<file path="src/hdl/klex_pkg.sv">
// ----------------------------------------------------------------------------
// klex_pkg
// Shared types and constants for the keyword, identifier and number lexer.
// ----------------------------------------------------------------------------
package klex_pkg;

  localparam int SIG_CHARS = 10;
  localparam int CNT_W     = 4;

  localparam logic [3:0] TK_INVALID = 4'd0;
  localparam logic [3:0] TK_PROGRAM = 4'd1;
  localparam logic [3:0] TK_BEGIN   = 4'd2;
  localparam logic [3:0] TK_END     = 4'd3;
  localparam logic [3:0] TK_IDENT   = 4'd4;
  localparam logic [3:0] TK_NUMBER  = 4'd5;
  localparam logic [3:0] TK_SEMI    = 4'd6;
  localparam logic [3:0] TK_PERIOD  = 4'd7;
  localparam logic [3:0] TK_EOF     = 4'd8;

  // Keyword texts packed first character in the low byte.
  localparam logic [63:0] KW_PROGRAM_TEXT = 64'h006D_6172_676F_7250;
  localparam logic [63:0] KW_BEGIN_TEXT   = 64'h0000_006E_6967_6542;
  localparam logic [63:0] KW_END_TEXT     = 64'h0000_0000_0064_6E45;
  localparam logic [3:0]  KW_PROGRAM_LEN  = 4'd7;
  localparam logic [3:0]  KW_BEGIN_LEN    = 4'd5;
  localparam logic [3:0]  KW_END_LEN      = 4'd3;

  localparam logic [30:0] MAX_VALUE = 31'h7FFF_FFFF;

  typedef enum logic [2:0] {
    CLS_SPACE  = 3'd0,
    CLS_LETTER = 3'd1,
    CLS_DIGIT  = 3'd2,
    CLS_SEMI   = 3'd3,
    CLS_PERIOD = 3'd4,
    CLS_OTHER  = 3'd5,
    CLS_EOI    = 3'd6
  } char_class_t;

  typedef enum logic [2:0] {
    MODE_IDLE   = 3'b001,
    MODE_IDENT  = 3'b010,
    MODE_NUMBER = 3'b100
  } scan_mode_t;

  typedef struct packed {
    logic [7:0] char_code;
    logic       end_of_input;
  } lex_in_t;

  typedef struct packed {
    logic [3:0]  token_kind;
    logic [63:0] ident_head;
    logic [15:0] ident_tail;
    logic [3:0]  ident_length;
    logic [30:0] number_value;
    logic        number_overflow;
    logic        last_of_run;
  } lex_tok_t;

  typedef struct packed {
    char_class_t cls;
    logic [7:0]  char_code;
  } lex_cmd_t;

endpackage

</file>
<file path="src/hdl/keyword_ident_number_lexer_unit.sv">
// ----------------------------------------------------------------------------
// keyword_ident_number_lexer_unit
// Byte-stream scanner that turns source characters into keyword,
// identifier, number and symbol tokens.
// ----------------------------------------------------------------------------
// The input side is a queue: a source byte, or an end-of-input mark, is
// taken on a rising edge with push high and full low. The result side is a
// queue too: while empty is low the oldest token sits on the token port, and
// it leaves on a rising edge with pop high.
// A classifier with a two-entry queue feeds the scanner, and the scanner
// writes into a two-entry token queue, so each side stalls on its own.
// A byte can be taken every cycle while full is low. A byte that both ends a pending
// identifier or number and makes a token of its own stays at the head of the
// byte queue until the scanner has written both tokens, the pending one first.
// A token reaches the output by way of the byte queue, which takes the byte
// that finished it, and the token queue, into which the scanner writes it; a
// stall at either queue holds it back.
// If the receiver stops popping, the token queue
// fills, then the byte queue, and full rises; nothing is lost.
// After the end-of-input mark the eof token is the last one produced; later
// bytes are taken and dropped until reset. Reset empties both queues and
// returns the scanner to the between-tokens state.
// ----------------------------------------------------------------------------
module keyword_ident_number_lexer_unit (
  input  logic               clk,
  input  logic               rst,
  input  logic               push,
  output logic               full,
  input  klex_pkg::lex_in_t  item,
  output logic               empty,
  input  logic               pop,
  output klex_pkg::lex_tok_t token
);
  import klex_pkg::*;

  logic     cmd_valid;
  logic     cmd_pop;
  lex_cmd_t cmd;

  klex_front u_front (
    .clk       (clk),
    .rst       (rst),
    .push      (push),
    .full      (full),
    .item      (item),
    .cmd_valid (cmd_valid),
    .cmd       (cmd),
    .cmd_pop   (cmd_pop)
  );

  klex_back u_back (
    .clk       (clk),
    .rst       (rst),
    .cmd_valid (cmd_valid),
    .cmd       (cmd),
    .cmd_pop   (cmd_pop),
    .empty     (empty),
    .pop       (pop),
    .token     (token)
  );

  a_accept_reaches_scanner: assert property (@(posedge clk) disable iff (rst)
    push && !full |=> cmd_valid)
    else $error("accepted byte did not reach the scanner");

  a_reset_clears_queues: assert property (@(posedge clk)
    rst |=> empty && !full && !cmd_valid)
    else $error("queues not empty after reset");

  a_kind_in_range: assert property (@(posedge clk) disable iff (rst)
    !empty |-> token.token_kind <= TK_EOF)
    else $error("token kind out of range");

  a_eof_is_last: assert property (@(posedge clk) disable iff (rst)
    !empty && token.token_kind == TK_EOF |-> token.last_of_run)
    else $error("eof token not marked last of run");

endmodule

</file>
<file path="src/hdl/klex_front.sv">
// ----------------------------------------------------------------------------
// klex_front
// Accepts source bytes, classifies each one and holds the classified words
// in a two-entry queue for the scanner.
// ----------------------------------------------------------------------------
module klex_front (
  input  logic              clk,
  input  logic              rst,
  input  logic              push,
  output logic              full,
  input  klex_pkg::lex_in_t item,
  output logic              cmd_valid,
  output klex_pkg::lex_cmd_t cmd,
  input  logic              cmd_pop
);
  import klex_pkg::*;

  lex_cmd_t    cmd_mem [2];
  logic        wr_ptr;
  logic        rd_ptr;
  logic [1:0]  count;
  logic        push_ok;
  logic        pop_ok;
  char_class_t cls_in;

  always_comb begin
    priority if (item.end_of_input) begin
      cls_in = CLS_EOI;
    end else if ((item.char_code >= 8'd9 && item.char_code <= 8'd13) ||
                 item.char_code == 8'd32) begin
      cls_in = CLS_SPACE;
    end else if ((item.char_code >= 8'd65 && item.char_code <= 8'd90) ||
                 (item.char_code >= 8'd97 && item.char_code <= 8'd122)) begin
      cls_in = CLS_LETTER;
    end else if (item.char_code >= 8'd48 && item.char_code <= 8'd57) begin
      cls_in = CLS_DIGIT;
    end else if (item.char_code == 8'd59) begin
      cls_in = CLS_SEMI;
    end else if (item.char_code == 8'd46) begin
      cls_in = CLS_PERIOD;
    end else begin
      cls_in = CLS_OTHER;
    end
  end

  assign full      = (count == 2'd2);
  assign cmd_valid = (count != 2'd0);
  assign cmd       = cmd_mem[rd_ptr];
  assign push_ok   = push && !full;
  assign pop_ok    = cmd_pop && cmd_valid;

  always_ff @(posedge clk) begin
    if (push_ok) begin
      cmd_mem[wr_ptr] <= '{cls: cls_in, char_code: item.char_code};
    end
  end

  always_ff @(posedge clk) begin
    if (rst) begin
      wr_ptr <= 1'b0;
      rd_ptr <= 1'b0;
      count  <= 2'd0;
    end else begin
      if (push_ok) begin
        wr_ptr <= !wr_ptr;
      end
      if (pop_ok) begin
        rd_ptr <= !rd_ptr;
      end
      unique case ({push_ok, pop_ok})
        2'b10:   count <= count + 2'd1;
        2'b01:   count <= count - 2'd1;
        default: count <= count;
      endcase
    end
  end

endmodule

</file>
<file path="src/hdl/klex_back.sv">
// ----------------------------------------------------------------------------
// klex_back
// Scanner state machine: builds identifiers and numbers from classified
// bytes and writes finished tokens into a two-entry result queue.
// ----------------------------------------------------------------------------
module klex_back (
  input  logic               clk,
  input  logic               rst,
  input  logic               cmd_valid,
  input  klex_pkg::lex_cmd_t cmd,
  output logic               cmd_pop,
  output logic               empty,
  input  logic               pop,
  output klex_pkg::lex_tok_t token
);
  import klex_pkg::*;

  scan_mode_t       mode;
  scan_mode_t       mode_next;
  logic [7:0]       ident_store [SIG_CHARS];
  logic [CNT_W-1:0] ident_count;
  logic [30:0]      number_accum;
  logic             overflow_seen;
  logic             input_finished;

  lex_tok_t   tok_mem [2];
  logic       tok_wr_ptr;
  logic       tok_rd_ptr;
  logic [1:0] tok_count;
  logic       tok_space;

  logic        is_letter;
  logic        is_digit;
  logic        in_ident;
  logic        in_number;
  logic        pending;
  logic        continues;
  logic        starts_token;
  logic        need_tok;
  logic        step;
  logic        hold;
  logic        emit;
  lex_tok_t    tok_new;
  lex_tok_t    flush_tok;
  lex_tok_t    single_tok;
  logic [63:0] head;
  logic [15:0] tail;
  logic [3:0]  kw_kind;
  logic [3:0]  digit;
  logic [34:0] scaled;
  logic        add_ovf;
  logic        store_we;
  logic        start_ident;
  logic        start_number;
  logic        add_digit;
  logic        tok_pop_ok;

  assign is_letter = (cmd.cls == CLS_LETTER);
  assign is_digit  = (cmd.cls == CLS_DIGIT);
  assign in_ident  = (mode == MODE_IDENT);
  assign in_number = (mode == MODE_NUMBER);
  assign pending   = in_ident || in_number;
  assign continues = (in_ident && (is_letter || is_digit)) || (in_number && is_digit);
  assign starts_token = (cmd.cls == CLS_SEMI) || (cmd.cls == CLS_PERIOD) ||
                        (cmd.cls == CLS_OTHER) || (cmd.cls == CLS_EOI);

  assign need_tok = !input_finished && !continues && (pending || starts_token);
  assign tok_space = (tok_count != 2'd2);
  assign step = cmd_valid && (!need_tok || tok_space);
  assign hold = !input_finished && pending && !continues && starts_token;
  assign emit = step && need_tok;
  assign cmd_pop = step && !hold;

  always_comb begin
    for (int i = 0; i < 8; i++) begin
      head[8*i +: 8] = (ident_count > CNT_W'(i)) ? ident_store[i] : 8'h00;
    end
    for (int i = 0; i < 2; i++) begin
      tail[8*i +: 8] = (ident_count > CNT_W'(i + 8)) ? ident_store[i + 8] : 8'h00;
    end
  end

  always_comb begin
    priority if (ident_count == KW_PROGRAM_LEN && head == KW_PROGRAM_TEXT) begin
      kw_kind = TK_PROGRAM;
    end else if (ident_count == KW_BEGIN_LEN && head == KW_BEGIN_TEXT) begin
      kw_kind = TK_BEGIN;
    end else if (ident_count == KW_END_LEN && head == KW_END_TEXT) begin
      kw_kind = TK_END;
    end else begin
      kw_kind = TK_IDENT;
    end
  end

  assign digit   = cmd.char_code[3:0] - 4'd0;
  assign scaled  = {1'b0, number_accum, 3'b000} + {3'b000, number_accum, 1'b0} +
                   35'(digit);
  assign add_ovf = (scaled > 35'(MAX_VALUE));

  always_comb begin
    flush_tok = '0;
    if (in_ident) begin
      flush_tok.token_kind   = kw_kind;
      flush_tok.ident_head   = head;
      flush_tok.ident_tail   = tail;
      flush_tok.ident_length = ident_count;
    end else begin
      flush_tok.token_kind      = TK_NUMBER;
      flush_tok.number_value    = number_accum;
      flush_tok.number_overflow = overflow_seen;
    end
    flush_tok.last_of_run = !starts_token;

    single_tok = '0;
    single_tok.last_of_run = 1'b1;
    unique case (cmd.cls)
      CLS_SEMI:   single_tok.token_kind = TK_SEMI;
      CLS_PERIOD: single_tok.token_kind = TK_PERIOD;
      CLS_EOI:    single_tok.token_kind = TK_EOF;
      default:    single_tok.token_kind = TK_INVALID;
    endcase

    tok_new = pending ? flush_tok : single_tok;
  end

  always_comb begin
    mode_next    = mode;
    store_we     = 1'b0;
    start_ident  = 1'b0;
    start_number = 1'b0;
    add_digit    = 1'b0;
    if (step && !input_finished) begin
      if (continues) begin
        store_we  = in_ident && (ident_count < CNT_W'(SIG_CHARS));
        add_digit = in_number;
      end else if (!hold) begin
        start_ident  = is_letter;
        start_number = is_digit;
        mode_next    = is_letter ? MODE_IDENT : (is_digit ? MODE_NUMBER : MODE_IDLE);
      end else begin
        mode_next = MODE_IDLE;
      end
    end
  end

  always_ff @(posedge clk) begin
    for (int i = 0; i < SIG_CHARS; i++) begin
      if ((store_we && ident_count == CNT_W'(i)) || (start_ident && i == 0)) begin
        ident_store[i] <= cmd.char_code;
      end
    end
  end

  always_ff @(posedge clk) begin
    if (rst) begin
      mode           <= MODE_IDLE;
      ident_count    <= '0;
      number_accum   <= '0;
      overflow_seen  <= 1'b0;
      input_finished <= 1'b0;
    end else begin
      mode <= mode_next;
      if (start_ident) begin
        ident_count <= CNT_W'(1);
      end else if (store_we) begin
        ident_count <= ident_count + CNT_W'(1);
      end
      if (start_number) begin
        number_accum  <= 31'(digit);
        overflow_seen <= 1'b0;
      end else if (add_digit) begin
        number_accum  <= add_ovf ? 31'd0 : scaled[30:0];
        overflow_seen <= overflow_seen || add_ovf;
      end
      if (emit && !hold && cmd.cls == CLS_EOI) begin
        input_finished <= 1'b1;
      end
    end
  end

  assign empty      = (tok_count == 2'd0);
  assign token      = tok_mem[tok_rd_ptr];
  assign tok_pop_ok = pop && !empty;

  always_ff @(posedge clk) begin
    if (emit) begin
      tok_mem[tok_wr_ptr] <= tok_new;
    end
  end

  always_ff @(posedge clk) begin
    if (rst) begin
      tok_wr_ptr <= 1'b0;
      tok_rd_ptr <= 1'b0;
      tok_count  <= 2'd0;
    end else begin
      if (emit) begin
        tok_wr_ptr <= !tok_wr_ptr;
      end
      if (tok_pop_ok) begin
        tok_rd_ptr <= !tok_rd_ptr;
      end
      unique case ({emit, tok_pop_ok})
        2'b10:   tok_count <= tok_count + 2'd1;
        2'b01:   tok_count <= tok_count - 2'd1;
        default: tok_count <= tok_count;
      endcase
    end
  end

endmodule
</file>
<file path="config.mk">
export PLATFORM = sky130hd
export DESIGN_NAME = keyword_ident_number_lexer_unit
export DESIGN_NICKNAME = d
export VERILOG_FILES = /design/src/hdl/klex_pkg.sv /design/src/hdl/keyword_ident_number_lexer_unit.sv /design/src/hdl/klex_front.sv /design/src/hdl/klex_back.sv
export SDC_FILE = /design/constraint.sdc
export NUM_CORES = 1
export LEC_CHECK = 0
export ABC_AREA = 0
export BUFFER_PORTS_ARGS = -buffer_cell sky130_fd_sc_hd__buf_4
export CAP_MARGIN = 20
export CORE_MARGIN = 5
export CORE_UTILIZATION = 40
export DETAILED_ROUTE_END_ITERATION = 8
export PLACE_DENSITY = 0.53
export SLEW_MARGIN = 10
export SYNTH_ARGS = -nofsm -noshare
export SYNTH_HDL_FRONTEND = slang
export SYNTH_SLANG_ARGS = --single-unit
</file>
<file path="constraint.sdc">
create_clock -name clk -period 11.9 [get_ports clk]
set_clock_uncertainty 0.1 [all_clocks]
set_input_delay 0.595 -clock clk [delete_from_list [all_inputs] [get_ports clk]]
set_output_delay 0.595 -clock clk [all_outputs]
set_load 0.02 [all_outputs]
</file>
==> metrics list, run 1 <==
* TritonCTS Buffers: 43
- Via count of the first global-routing pass: 10900
- First-iteration detailed-routing DRC count: 607
- Clock tree buffer depth: 3
- Antenna violations before repair: 0
- The floorplan has 77 rows.
- Synthesis inferred 394 register bits.
- The clock drives 394 sinks.
- For the finished layout, the period the worst path requires is 4.97 ns.
* Count of final max-slew check failures: 0
- The pre-antenna-repair detailed-routing pass consisted of 5 iterations.
* Vertical die dimension: 221 um
- Worst skew pair latency: 0.56 ns
- The share of total power dissipated in combinational logic is 27.2%.
- TritonCTS built the clock tree.
* Total inserted antenna cells: 0
* Share of final-layout standard cells stronger than drive strength 1: 25.9%
* Number of endpoints failing setup at the final stage: 0
- After technology mapping, the gate count stands at 1293.
* Worst setup SP type: flip-flop
* Yosys top cell by area: sky130_fd_sc_hd__edfxtp_1
- The net count of the finished layout is 1515.
- Setup TNS: 0 ns
- Max-cap violations in this run came to 0.
- Result of the run: complete, no violations
- Input and output buffers added on the ports amount to 135.
* Top post-synthesis cells by area: sky130_fd_sc_hd__edfxtp_1 (58%), sky130_fd_sc_hd__mux2_2 (8.2%), sky130_fd_sc_hd__dfxtp_1 (5.6%)
* Part of the Yosys area used for sequential elements: 63.6%
- Count of flip-flops with a built-in enable after synthesis: 344
- The number of hold-slack violations in the final timing report was 0.
- The region available for standard cell placement spans 0.0441 sq mm.
- Post CTS Setup Buffer Count: 0
* Global-route wire length before repair: 64100 um
- Number of fill cells in the layout: 4025
- Compared with the post-synthesis result, the final layout area differs by 17.0%.
- Final Hold Slack: 0.146 ns
* Area share of the largest cell type after synthesis: 58.0%
- The library cell used most frequently in the layout, excluding fill and tap cells, is sky130_fd_sc_hd__edfxtp_1.
* Overall fraction of global-route tracks in use: 16.5%
- Cell area after synthesis: 0.0178 sq mm
- Power density of the placed cells: 210 mW/mm^2
- In this run the worst hold path is classified as in -> reg.
- YS warnings: 0
- Vias: 10700
- The number of nets in the synthesized netlist is 1375.
* Largest fanout of any net on the critical path: 26
- Data arrival time of the critical path: 5.35 ns
* Die Footprint: 0.0489 sq mm
- The worst setup path is of the reg -> reg kind.
* Worst hold path startpoint: item[8]
- For this run, the top clock speed supported by timing is 0.201 GHz.
- Number of top-level pins: 136
* Internal: 3.05 mW
- Setup repair after global routing left no endpoint under its margin.
- Root Buffer: sky130_fd_sc_hd__clkbuf_16
- Horiz. Die Dim: 221 um
* Worst ir drop on vdd: 0.109 mV
* Routed wire length: 41300 um
- Among all flip-flop cells after synthesis, the most frequent one is sky130_fd_sc_hd__edfxtp_1.
- STA classifies the critical path endpoint as a flip-flop.
- Global routing finished with a remaining overflow of 0.
- After legalization and detailed placement, the total HPWL measured 28100 um.
- Share of total power in the clock network: 30.2%
- Routed WL per cell: 20.1 um
- Mean instance size in the synthesized netlist: 13.8 sq um
- Antenna-violating nets left: 0
- Part of the power in registers: 42.7%
- In the routed design, unresolved DRC markers number 0.
- Via density: 5.20
- Routability congestion estimate: 0.843
- In the synthesized netlist the async set-or-reset flop fraction comes to 0%.
- Unique masters post-synth: 76
- Tightest Pin Transition: 0.975 ns
* Largest net degree at the start of global routing: 54
- Net Switching: 1.32 mW
- Clock-pin slew was measured on the worst setup and hold paths at 0.06 ns.
* Final worst path period share: 41.8%
- Post-CTS repair changed the size of 0 cells.
* Switching portion of total power: 30.2%
- The initial utilization of the core area, before any placement, comes to 40.4%.
- Required time of the worst setup path: 12.27 ns
- Remaining max-slew budget at the tightest pin: 34.8%
- For this design the static power due to leakage is 7.48 nW.
- Number of H-tree levels: 2
- Number of hold buffers added after CTS: 0
- Commonest cells after routing, fill and taps aside: sky130_fd_sc_hd__edfxtp_1 (344), sky130_fd_sc_hd__buf_4 (144), sky130_fd_sc_hd__mux2_2 (130), sky130_fd_sc_hd__and2_1 (89), sky130_fd_sc_hd__nand2_1 (79)
-- flip-flops by register name, indices dropped and copies added (netlist names), named ones only --
register               flops
u_back.ident_count         4
u_back.ident_store        80
u_back.input_finished      1
u_back.mode                3
u_back.number_accum       31
u_back.overflow_seen       1
u_back.tok_count           2
u_back.tok_mem           242
u_back.tok_rd_ptr          1
u_back.tok_wr_ptr          1
u_front.cmd_mem           22
u_front.count              2
u_front.rd_ptr             1
u_front.wr_ptr             1
-- synth_stat cells, types with 15 or more instances --
cell type / count
sky130_fd_sc_hd__xnor2_1: 24
sky130_fd_sc_hd__clkbuf_1: 31
sky130_fd_sc_hd__dfxtp_1: 50
sky130_fd_sc_hd__and2_1: 89
sky130_fd_sc_hd__nor3_1: 15
sky130_fd_sc_hd__a21oi_1: 44
sky130_fd_sc_hd__o21ai_2: 20
sky130_fd_sc_hd__nand2_1: 79
sky130_fd_sc_hd__ha_1: 67
sky130_fd_sc_hd__inv_1: 23
sky130_fd_sc_hd__mux2_2: 130
sky130_fd_sc_hd__nor2_1: 70
sky130_fd_sc_hd__o21ai_0: 41
sky130_fd_sc_hd__nand4_1: 16
sky130_fd_sc_hd__nand3_1: 17
sky130_fd_sc_hd__edfxtp_1: 344
sky130_fd_sc_hd__and3_1: 34
-- layout make-up --
cell class	instances	area, sq um	share of cell area, %
clock buffer	55	1160	5.58
clock inverter	25	236	1.13
inverter	23	86.3	0.414
multi-input combinational	825	6190	29.7
sequential	394	11300	54.4
tap	592	741	3.55
timing repair buffer	146	1100	5.28
-- critical path: stages (launching register included) --
cell	delay [ns]
sky130_fd_sc_hd__dfxtp_1	0.76
sky130_fd_sc_hd__mux2_2	0.52
sky130_fd_sc_hd__inv_1	0.11
sky130_fd_sc_hd__fa_1	0.54
sky130_fd_sc_hd__inv_1	0.07
sky130_fd_sc_hd__fa_1	0.46
sky130_fd_sc_hd__a21o_1	0.21
sky130_fd_sc_hd__a21oi_1	0.22
sky130_fd_sc_hd__o221a_2	0.30
sky130_fd_sc_hd__o21ba_1	0.15
sky130_fd_sc_hd__a211oi_1	0.09
sky130_fd_sc_hd__nor4_4	0.40
sky130_fd_sc_hd__nand4_4	0.60
sky130_fd_sc_hd__o21ai_0	0.33
-- power by group through the flow --
stage / clock [mW] / sequential (mW) / combinational [mW]
5_1_grt: 1.41 / 1.89 / 1.27
3_5_place_dp: 0 / 1.90 / 1.21
4_1_cts: 1.35 / 1.87 / 1.22
6_report: 1.32 / 1.87 / 1.19
2_1_floorplan: 0 / 1.90 / 0.723
3_3_place_gp: 0 / 1.89 / 1.21
-- per-layer routing --
| metal | track usage, % | part of all wire [%] |
|---|---|---|
| met1 | 22.0 | 45 |
| met2 | 28.0 | 49 |
| met3 | 2.66 | 3.4 |
| met4 | 4.94 | 2.4 |
| met5 | 0 | 0 |
-- kinds of logic (layout without fill, tap and decap cells) --
| family | Yosys count | after routing | synth area share [%] |
|---|---|---|---|
| DFF | 394 | 394 | 63.6 |
| and+or+nand+nor | 383 | 383 | 11.7 |
| AOI/OAI and AO/OA | 201 | 201 | 7.64 |
| muxes | 136 | 136 | 8.57 |
| buffers and inverters | 74 | 249 | 1.79 |
| adders and majority gates | 69 | 69 | 4.93 |
| xor gates and xnor gates | 36 | 36 | 1.77 |
-- worst paths after layout --
path / to / slack [ns] / cells after the start
worst min register to register: u_back.tok_count[1] / 0.40 / 2
worst min-delay path: u_front.cmd_mem[0][7] / 0.15 / 1
worst max-delay path: u_back.number_accum[8] / 6.93 / 13
worst max register to register: u_back.number_accum[8] / 6.93 / 13
-- metrics by stage --
| step | setup WS, ns | utilization [%] | instances | instance area, sq um | power (mW) |
|---|---|---|---|---|---|
| finish | 6.93 | 47.3 | 2060 | 20900 | 4.37 |
| global route | 6.57 | 47.3 | 2060 | 20900 | 4.57 |
| CTS | 6.87 | 47.2 | 2059 | 20800 | 4.44 |
| detailed placement | 6.88 | 44.1 | 1979 | 19400 | 3.11 |
| global placement | 6.99 | 44.0 | 1978 | 19400 | 3.10 |
| floorplan | 4.52 | - | 1293 | 17800 | 2.63 |
Power figures use the tool's default switching activity.
==> run 2: changes to the inputs <==
--- a/config.mk
+++ b/config.mk
@@ -5,7 +5,7 @@
 export SDC_FILE = /design/constraint.sdc
 export NUM_CORES = 1
 export LEC_CHECK = 0
-export ABC_AREA = 0
+export ABC_AREA = 1
 export BUFFER_PORTS_ARGS = -buffer_cell sky130_fd_sc_hd__buf_4
 export CAP_MARGIN = 20
 export CORE_MARGIN = 5
==> constraint.sdc (replaced) <==
create_clock -name clk -period 4.6 [get_ports clk]
set_clock_uncertainty 0.1 [all_clocks]
set_input_delay 0.23 -clock clk [delete_from_list [all_inputs] [get_ports clk]]
set_output_delay 0.23 -clock clk [all_outputs]
set_load 0.02 [all_outputs]
==> run 2 against run 1 <==
  * First-iteration DRC count increased by 9.7%
  * Area after synthesis increased by 6.3%
  * Register-to-register slack got worse by 5.8 ns
  * Design area increased by 6.2%
  * Critical path depth increased by 6
  * Clock power increased to 2.6 times the previous value
  * Combinational power increased to 2.9 times the previous value
  * Worst setup slack got worse by 5.8 ns
  * Total power increased to 2.7 times the previous value
  * Die area increased by 6.0%
  * Critical path type unchanged
  * Largest power group unchanged
  * Highest routed layer unchanged
==> metrics list, run 2 <==
- Total inserted antenna cells: 0 (unchanged)
- The post-synth net total is 1809 (+32%).
- The async set-reset flop share out of synthesis was 0% (unchanged).
- The leakage power was 8.55 nW (+14%).
* Remaining max-slew budget at the tightest pin: 34.0% (-0.78 points)
- Number of fill cells in the layout: 4331 (+7.6%)
- The count of final max-slew check failures is 0 (unchanged).
- The final worst-path cycle share came to 75.5% (+34 points).
* Dominant synthesized flop cell: sky130_fd_sc_hd__edfxtp_1
- The met2 track demand over resource is 30.3% (+2.3 points).
* Part of the Yosys area used for sequential elements: 59.8% (-3.8 points)
- The area of the core came to 0.0468 sq mm (+6.0%).
- The via count of the first global-routing pass was 12600 (+15%).
- Power density of the placed cells: 533 mW/mm^2 (+150%)
- Share of final-layout standard cells stronger than drive strength 1: 23.0% (-2.9 points)
* Data arrival time of the critical path: 3.80 ns (-1.55 ns)
- The initial antenna violation count came to 1 (+1).
- Number of core rows: 79 (+2.6%)
- In the synthesized netlist, the cells that appear most often are sky130_fd_sc_hd__edfxtp_1 (344), sky130_fd_sc_hd__nand2_1 (331), sky130_fd_sc_hd__nor2_1 (229).
* Global-route wire length before repair: 69800 um (+8.9%)
- Relative area change from synthesis to final layout: 16.8%
* Unique masters post-synth: 55 (-28%)
* Final hold violation count: 0 (unchanged)
- Routed WL per cell: 17.7 um (-12%)
- Share of total power in the clock network: 28.9% (-1.3 points)
- The port buffer count is 135 (unchanged).
* Routability congestion estimate: 0.888 (+5.4%)
- GR met3 Demand/Resource: 2.94% (+0.28 points)
- Leaving out fill and tap cells, the most frequent cell in the layout is sky130_fd_sc_hd__edfxtp_1.
- Top post-synthesis cells by area: sky130_fd_sc_hd__edfxtp_1 (55%), sky130_fd_sc_hd__mux2_2 (7.4%), sky130_fd_sc_hd__nand2_1 (6.6%)
* Cell area after synthesis: 0.0189 sq mm (+6.3%)
* Net Switching: 3.64 mW (+180%)
- Met1 usage: 21.8% (-0.18 points)
- Part of the power in registers: 41.9% (-0.8 points)
- DRC violation count after routing: 0 (unchanged)
* Routed wire length: 44600 um (+8.0%)
- Worst ir drop on vdd: 0.350 mV (+220%)
- Antenna-violating nets left: 0 (unchanged)
* Commonest cells after routing, fill and taps aside: sky130_fd_sc_hd__edfxtp_1 (344), sky130_fd_sc_hd__nand2_1 (331), sky130_fd_sc_hd__nor2_1 (227), sky130_fd_sc_hd__inv_1 (186), sky130_fd_sc_hd__buf_4 (142)
* Result of the run: complete, no violations
- Cell count after synthesis: 1727 (+34%)
- Clock tree buffer depth: 3 (unchanged)
- The shortest clock period the worst path allows after layout was 3.47 ns (-1.50 ns).
* Share of total power in combinational logic: 29.2% (+2.0 points)
- Placed Area: 0.0206 sq mm (+6.1%)
* Mean instance size in the synthesized netlist: 11.0 sq um (-20%)
- The total of endpoints with negative setup slack in the final report was 0 (unchanged).
* Die Footprint: 0.0518 sq mm (+6.0%)
- Estimated wirelength of the detail-placed design: 31800 um (+13%)
- The width of the die is 228 um (+3.0%).
- Max FFs per register: 242 (unchanged)
- The switching share of power came to 30.8% (+0.65 points).
* Post CTS Setup Buffer Count: 0 (unchanged)
- The overall power of the completed layout is 11.8 mW (+170%).
* Cell with the most instances after synthesis: sky130_fd_sc_hd__edfxtp_1
- Register bit count reported by yosys: 394 (unchanged)
- TritonCTS built the clock tree.
- Count of maximum capacitance violations: 0 (unchanged)
- The detailed-routing iteration count for the pre-antenna-repair pass was 5 (unchanged).
* Vertical die dimension: 228 um (+3.0%)
- GRT overflow: 0 (unchanged)
- The area of the multi-input gates is 0.00663 sq mm (+7.0%).
- The internal power component came to 8.17 mW (+170%).
- Count of flip-flops with a built-in enable after synthesis: 344 (unchanged)
- Setup repair after global routing left no endpoint under its margin.
- The number of ports placed on the die boundary was 136 (unchanged).
- Layer with the highest usage: met2
* Net count of the finished layout: 1968 (+30%)
- Post-layout utilization of the core: 47.4% (+0.091 points)
* TritonCTS Buffers: 43 (unchanged)
- Largest fanout of any net on the critical path: 26 (unchanged)
* Number of H-tree levels: 2 (unchanged)
- Highest Clock Rate: 0.288 GHz (+43%)
* Overall fraction of global-route tracks in use: 17.1% (+0.62 points)
- Worst setup SP type: flip-flop
* Tightest Pin Transition: 0.986 ns (+0.0116 ns)
* Setup CP Type: reg -> reg
- Clock edge transition at the registers on the reported setup and hold paths: 0.05 ns (about the same)
- Vias: 12500 (+16%)
- The sequential standard cell area was 0.0113 sq mm (unchanged).
* Most flop-heavy register: u_back.tok_mem
- The path class of the tightest hold or removal check is reg -> reg.
- First-iteration detailed-routing DRC count: 666 (+9.7%)
- Area share of the largest cell type after synthesis: 54.5% (-3.5 points)
- Root Buffer: sky130_fd_sc_hd__clkbuf_16
- # clock sinks: 394 (unchanged)
- The via density per instance came to 4.94 (-5.0%).
- Top Registers: u_back.tok_mem: 242 flops, u_back.ident_store: 80 flops, u_back.number_accum: 31 flops
* Largest net degree at the start of global routing: 76 (+41%)
- The effective utilization at floorplan is 40.5% (+0.14 points).
* Yosys top cell by area: sky130_fd_sc_hd__edfxtp_1
- The synthesis warning total was 0 (unchanged).
- Worst skew pair latency: 0.57 ns (about the same)
- Kind of end point of the critical path: flip-flop
- The post-route cell area was 0.0221 sq mm (+6.2%).
- Required time of the worst setup path: 4.93 ns (-7.34 ns)
## run 2: cell count changes after synthesis, sizes merged, moves of 34 or more
cell,before,now
nand3,17,64
nor2,70,249
and3,34,0
and2,90,2
inv,23,199
nand2,79,353
## run 2: cell families (layout without fill, tap and decap cells)
logic type	count (synthesis)	count (layout)	share of synthesized area, %
xor+xnor	20	20	0.924
simple gates	731	731	17.1
buf+inv	244	435	5.35
compound gates	144	144	4.79
mux	125	125	7.43
flops	394	394	59.8
fa+ha+maj	69	69	4.64
## run 2: cell type report
cell class,instances,area share (%)
well taps,607,3.43
inverters,199,3.39
clock inverters,25,1.19
multi-input cells,1089,29.9
flip-flops and latches,394,51.2
clock buffers,52,5.06
repair buffers,159,5.81
## run 2: repair_timing
item / in CTS / in global routing
endpoints found under the hold margin: 32 / 0
hold buffers: 12 / 0
resized for setup: 0 / 0
## run 2: worst paths after layout
check                           depth (start not counted)  slack, ns                      to              start
worst min register to register                          1       0.34               flip-flop  u_back.tok_rd_ptr
worst max register to register                         19       1.13  u_back.number_accum[9]          flip-flop
worst max-delay path                                   19       1.13  u_back.number_accum[9]          flip-flop
worst min-delay path                                    1       0.34               flip-flop  u_back.tok_rd_ptr
## run 2: power by group through the flow
stage                     logic [mW]  clock network [mW]  registers (mW)
after detailed placement        3.52                   0            5.02
after global routing            3.71                3.64            5.01
after global placement          3.52                   0            4.99
after floorplan                 2.08                   0            5.02
final                           3.45                3.41            4.94
after CTS                       3.55                3.50            4.95
## run 2: metal layers
layer	vias to the layer above	wire, um
met5	-	0
met4	0	1120
met3	74	1690
met2	215	22400
met1	5996	19400
li1	6179	-
## run 2: through the flow
stage | setup slack [ns] | std cells | hold slack [ns] | TNS [ns]
finish | 1.13 | 2525 | 0.337 | 0
global route | 0.731 | 2525 | 0.323 | 0
CTS | 1.05 | 2525 | 0.309 | 0
detailed placement | 1.11 | 2436 | 0.328 | 0
global placement | 1.25 | 2436 | 0.323 | 0
floorplan | -0.512 | 1727 | 0.229 | -123.99
## run 2: worst max-delay path, stage by stage (launching register included)
cell and delay (ns):
sky130_fd_sc_hd__dfxtp_1 0.36, sky130_fd_sc_hd__o21ai_0 0.25, sky130_fd_sc_hd__inv_1 0.28, sky130_fd_sc_hd__ha_1 0.30, sky130_fd_sc_hd__ha_1 0.21, sky130_fd_sc_hd__fa_1 0.43, sky130_fd_sc_hd__nand3_1 0.12, sky130_fd_sc_hd__nand3_2 0.11
sky130_fd_sc_hd__nand2_1 0.08, sky130_fd_sc_hd__nand2_1 0.07, sky130_fd_sc_hd__nand2_1 0.08, sky130_fd_sc_hd__nand2_2 0.09, sky130_fd_sc_hd__nand2_1 0.09, sky130_fd_sc_hd__nand3_1 0.06, sky130_fd_sc_hd__nand2_1 0.11, sky130_fd_sc_hd__nor2_4 0.06
sky130_fd_sc_hd__nand2_2 0.06, sky130_fd_sc_hd__nand2_2 0.07, sky130_fd_sc_hd__inv_4 0.28, sky130_fd_sc_hd__nor2_1 0.09
==> run 3: changes to the inputs <==
--- a/config.mk
+++ b/config.mk
@@ -5,7 +5,7 @@
 export SDC_FILE = /design/constraint.sdc
 export NUM_CORES = 1
 export LEC_CHECK = 0
-export ABC_AREA = 1
+export ABC_AREA = 0
 export BUFFER_PORTS_ARGS = -buffer_cell sky130_fd_sc_hd__buf_4
 export CAP_MARGIN = 20
 export CORE_MARGIN = 5
==> constraint.sdc (replaced) <==
create_clock -name clk -period 3.3 [get_ports clk]
set_clock_uncertainty 0.1 [all_clocks]
set_input_delay 0.165 -clock clk [delete_from_list [all_inputs] [get_ports clk]]
set_output_delay 0.165 -clock clk [all_outputs]
set_load 0.02 [all_outputs]
==> run 3 against run 2 <==
  * Clock-buffer cell count is 16 higher
  * Die area is 5.7% lower
  * Critical path depth fell by 3
  * Register-to-register slack got worse by 1.3 ns
  * Sequential share of layout area grew 0.61 points
  * The flow now finishes with violations (setup timing)
  * Worst setup slack worse by 1.3 ns
  * Utilization rose by 2.2 points
  * Non-clock buffer count rose by 85
  * Clock power grew 33%
==> metrics list, run 3 (synthesis gave the netlist of run 1 again) <==
- The leakage power is 7.99 nW (-6.6%).
- The final sum of negative setup slack is -4.23 ns (-4.23 ns).
* Worst hold path startpoint: item[6]
* Net count of the finished layout: 1614 (-18%)
- Count of maximum capacitance violations: 0 (unchanged)
* Antenna-violating nets left: 0 (unchanged)
- Final worst path period share: 106% (+30 points)
* Share of final-layout standard cells stronger than drive strength 1: 31.1% (+8.1 points)
- Worst skew pair latency: 0.57 ns (about the same)
- The worst path arrival time was 3.88 ns (+0.08 ns).
* Final hold violation count: 0 (unchanged)
* Routed WL per cell: 19.3 um (+9.0%)
- The largest registers in the layout are u_back.tok_mem: 242 flops, u_back.ident_store: 80 flops, u_back.number_accum: 31 flops.
- The reg2reg setup slack is -0.18 ns (-1.31 ns).
- The normalized max-slew margin is 35.6% (+1.6 points).
- The shortest clock period the worst path allows after layout is 3.48 ns (+0.00944 ns).
- Clock edge transition at the registers on the reported setup and hold paths: 0.06 ns (about the same)
- Final cell count without fillers: 2159 (-14%)
- Global-route wire length before repair: 65600 um (-6.0%)
- Number of fill cells in the layout: 3968 (-8.4%)
* Placed Area: 0.0202 sq mm (-1.9%)
- Number of H-tree levels: 2 (unchanged)
- Count of final max-slew check failures: 0 (unchanged)
- Area of the multi-input gates: 0.00636 sq mm (-4.0%)
- The peak ir drop on the vdd network was 0.546 mV (+56%).
- Max FFs per register: 242 (unchanged)
* Setup slack after layout: -0.182 ns (-1.31 ns)
* Horiz. Die Dim: 221 um (-2.9%)
- Relative area change from synthesis to final layout: 22.8%
* Antenna violations before repair: 0 (-1)
- The detailed-route wire length was 41600 um (-6.8%).
- Number of iterations in the first detailed-routing pass: 5 (unchanged)
* Routability congestion estimate: 0.892 (+0.36%)
* Count of placed standard cells including taps: 2059 (-15%)
* CTS tree: built
* Via count of the first global-routing pass: 11400 (-9.2%)
- The effective utilization at floorplan was 40.4% (-0.14 points).
* Power density of the placed cells: 725 mW/mm^2 (+36%)
- Highest Clock Rate: 0.287 GHz (-0.27%)
- The number of diodes added for antenna fixing is 0 (unchanged).
- The number of design rule violations left after detail routing is 0 (unchanged).
- The final design utilization came to 49.6% (+2.2 points).
* Commonest cells after routing, fill and taps aside: sky130_fd_sc_hd__edfxtp_1 (344), sky130_fd_sc_hd__buf_4 (217), sky130_fd_sc_hd__mux2_2 (127), sky130_fd_sc_hd__and2_1 (89), sky130_fd_sc_hd__nand2_1 (78)
- Via density: 5.13 (+3.9%)
- TritonCTS Buffers: 44 (+2.3%)
* Most common cell after layout, fill and taps aside: sky130_fd_sc_hd__edfxtp_1
* Number of core rows: 77 (-2.5%)
* Setup CP Type: reg -> reg
* Number of endpoints failing setup at the final stage: 31 (+31)
* RSZ-0062 raised after global routing: yes
- Failing checks: setup timing
- CTS placed an instance of sky130_fd_sc_hd__clkbuf_16 at the clock tree root.
* Largest net degree at the start of global routing: 76 (unchanged)
* Clock tree buffer depth: 3 (unchanged)
- Vertical die dimension: 221 um (-2.9%)
- Flip-flop and latch area: 0.0113 sq mm (about the same)
- The worst hold path cell count was 2 (+1).
* Largest fanout of any net on the critical path: 14 (-46%)
- The area of the die was 0.0489 sq mm (-5.7%).
- Worst setup SP type: flip-flop
- The worst-case hold slack came to 0.265 ns (-0.0721 ns).
- The worst endpoint required time was 3.70 ns (-1.23 ns).
* Tightest Pin Transition: 0.963 ns (-0.0235 ns)
- The post-route cell area was 0.0219 sq mm (-1.1%).
* Core box area: 0.0441 sq mm (-5.6%)
- Most flop-heavy register: u_back.tok_mem
- The port buffer count was 135 (unchanged).
- The initial detailed-routing violation count is 573 (-14%).
- The run finished, with violations left.
- Hold Path Class: in -> reg
- The total number of vias was 11100 (-11%).
- # clock sinks: 394 (unchanged)
* GRT overflow: 0 (unchanged)
- The worst setup timing slack at the placement stage came to -0.396 ns (-1.51 ns).
* Number of top-level pins: 136 (unchanged)
- Overall Power: 15.9 mW (+34%)
- Kind of end point of the critical path: flip-flop
- The number of cells on the worst reg-to-reg path is 16 (-3).
- The path with the worst hold slack has its endpoint at u_front.cmd_mem[1][5].
* Overall fraction of global-route tracks in use: 16.7% (-0.38 points)
- Reg-to-Reg End: u_back.number_accum[25]
* Estimated wirelength of the detail-placed design: 28900 um (-9.1%)
[run 3: changes by cell type in the layout (fill, tap and decap cells not counted), sizes merged, moves of 13 or more]
cell    delta
clkbuf    +16
and2      +88
a21oi     -32
nor2     -179
and3      +34
a211oi    +13
nand3     -47
inv      -178
buf       +85
nand2    -274
xnor2     +20
[run 3: timing repair]
item	in CTS	in global routing
setup buffers	4	4
pin swaps	15	11
gates cloned	0	0
endpoints found under the hold margin	41	0
hold buffers	12	0
gates resized for setup	26	9
endpoints found under the setup margin	32	46
[run 3: layer usage]
| layer | part of all wire [%] | global-route usage [%] | wire length [um] | up-vias |
|---|---|---|---|---|
| li1 | - | - | - | 5372 |
| met1 | 45 | 22.4 | 18700 | 5428 |
| met2 | 49 | 28.5 | 20400 | 215 |
| met3 | 3.9 | 2.69 | 1600 | 58 |
| met4 | 2.1 | 4.76 | 859 | 0 |
| met5 | 0 | 0 | 0 | - |
[run 3: layout make-up]
type,instances,share of cell area [%]
Inverter,23,0.394
Clock buffer,68,5.64
Multi-Input combinational cell,825,29.1
Timing Repair Buffer,244,9.26
Tap cell,592,3.38
Clock inverter,13,0.457
Sequential cell,394,51.8
[run 3: worst max-delay path, stage by stage (launching register included)]
cell,delay (ns)
sky130_fd_sc_hd__dfxtp_4,0.37
sky130_fd_sc_hd__mux2_4,0.31
sky130_fd_sc_hd__inv_2,0.06
sky130_fd_sc_hd__fa_1,0.42
sky130_fd_sc_hd__inv_2,0.10
sky130_fd_sc_hd__fa_2,0.20
sky130_fd_sc_hd__a21o_1,0.13
sky130_fd_sc_hd__nand4_1,0.13
sky130_fd_sc_hd__a2111o_1,0.44
sky130_fd_sc_hd__buf_6,0.14
sky130_fd_sc_hd__nand3_2,0.07
sky130_fd_sc_hd__a21oi_2,0.07
sky130_fd_sc_hd__nor4_4,0.25
sky130_fd_sc_hd__buf_4,0.17
sky130_fd_sc_hd__nand4_4,0.10
sky130_fd_sc_hd__buf_12,0.19
sky130_fd_sc_hd__o21ai_2,0.14
[run 3: how the worst max path moves through the flow]
stage / slack [ns] / startpoint / endpoint
final: -0.18 / flip-flop / u_back.number_accum[25]
after global placement: -0.31 / flip-flop / u_back.number_accum[0]
after CTS: -0.20 / flip-flop / u_back.number_accum[0]
after floorplan: -0.57 / flip-flop / u_back.tok_mem[0][0]
after global routing: -0.29 / flip-flop / u_back.number_accum[25]
after detailed placement: -0.40 / flip-flop / u_back.number_accum[0]
[run 3: power by group]
| part | leakage, nW | internal (mW) | switching (mW) |
|---|---|---|---|
| clock | 0.638 | 2.65 | 1.89 |
| combinational | 3.82 | 1.97 | 2.68 |
| sequential | 3.53 | 6.47 | 0.207 |
| total | 7.99 | 11.1 | 4.78 |
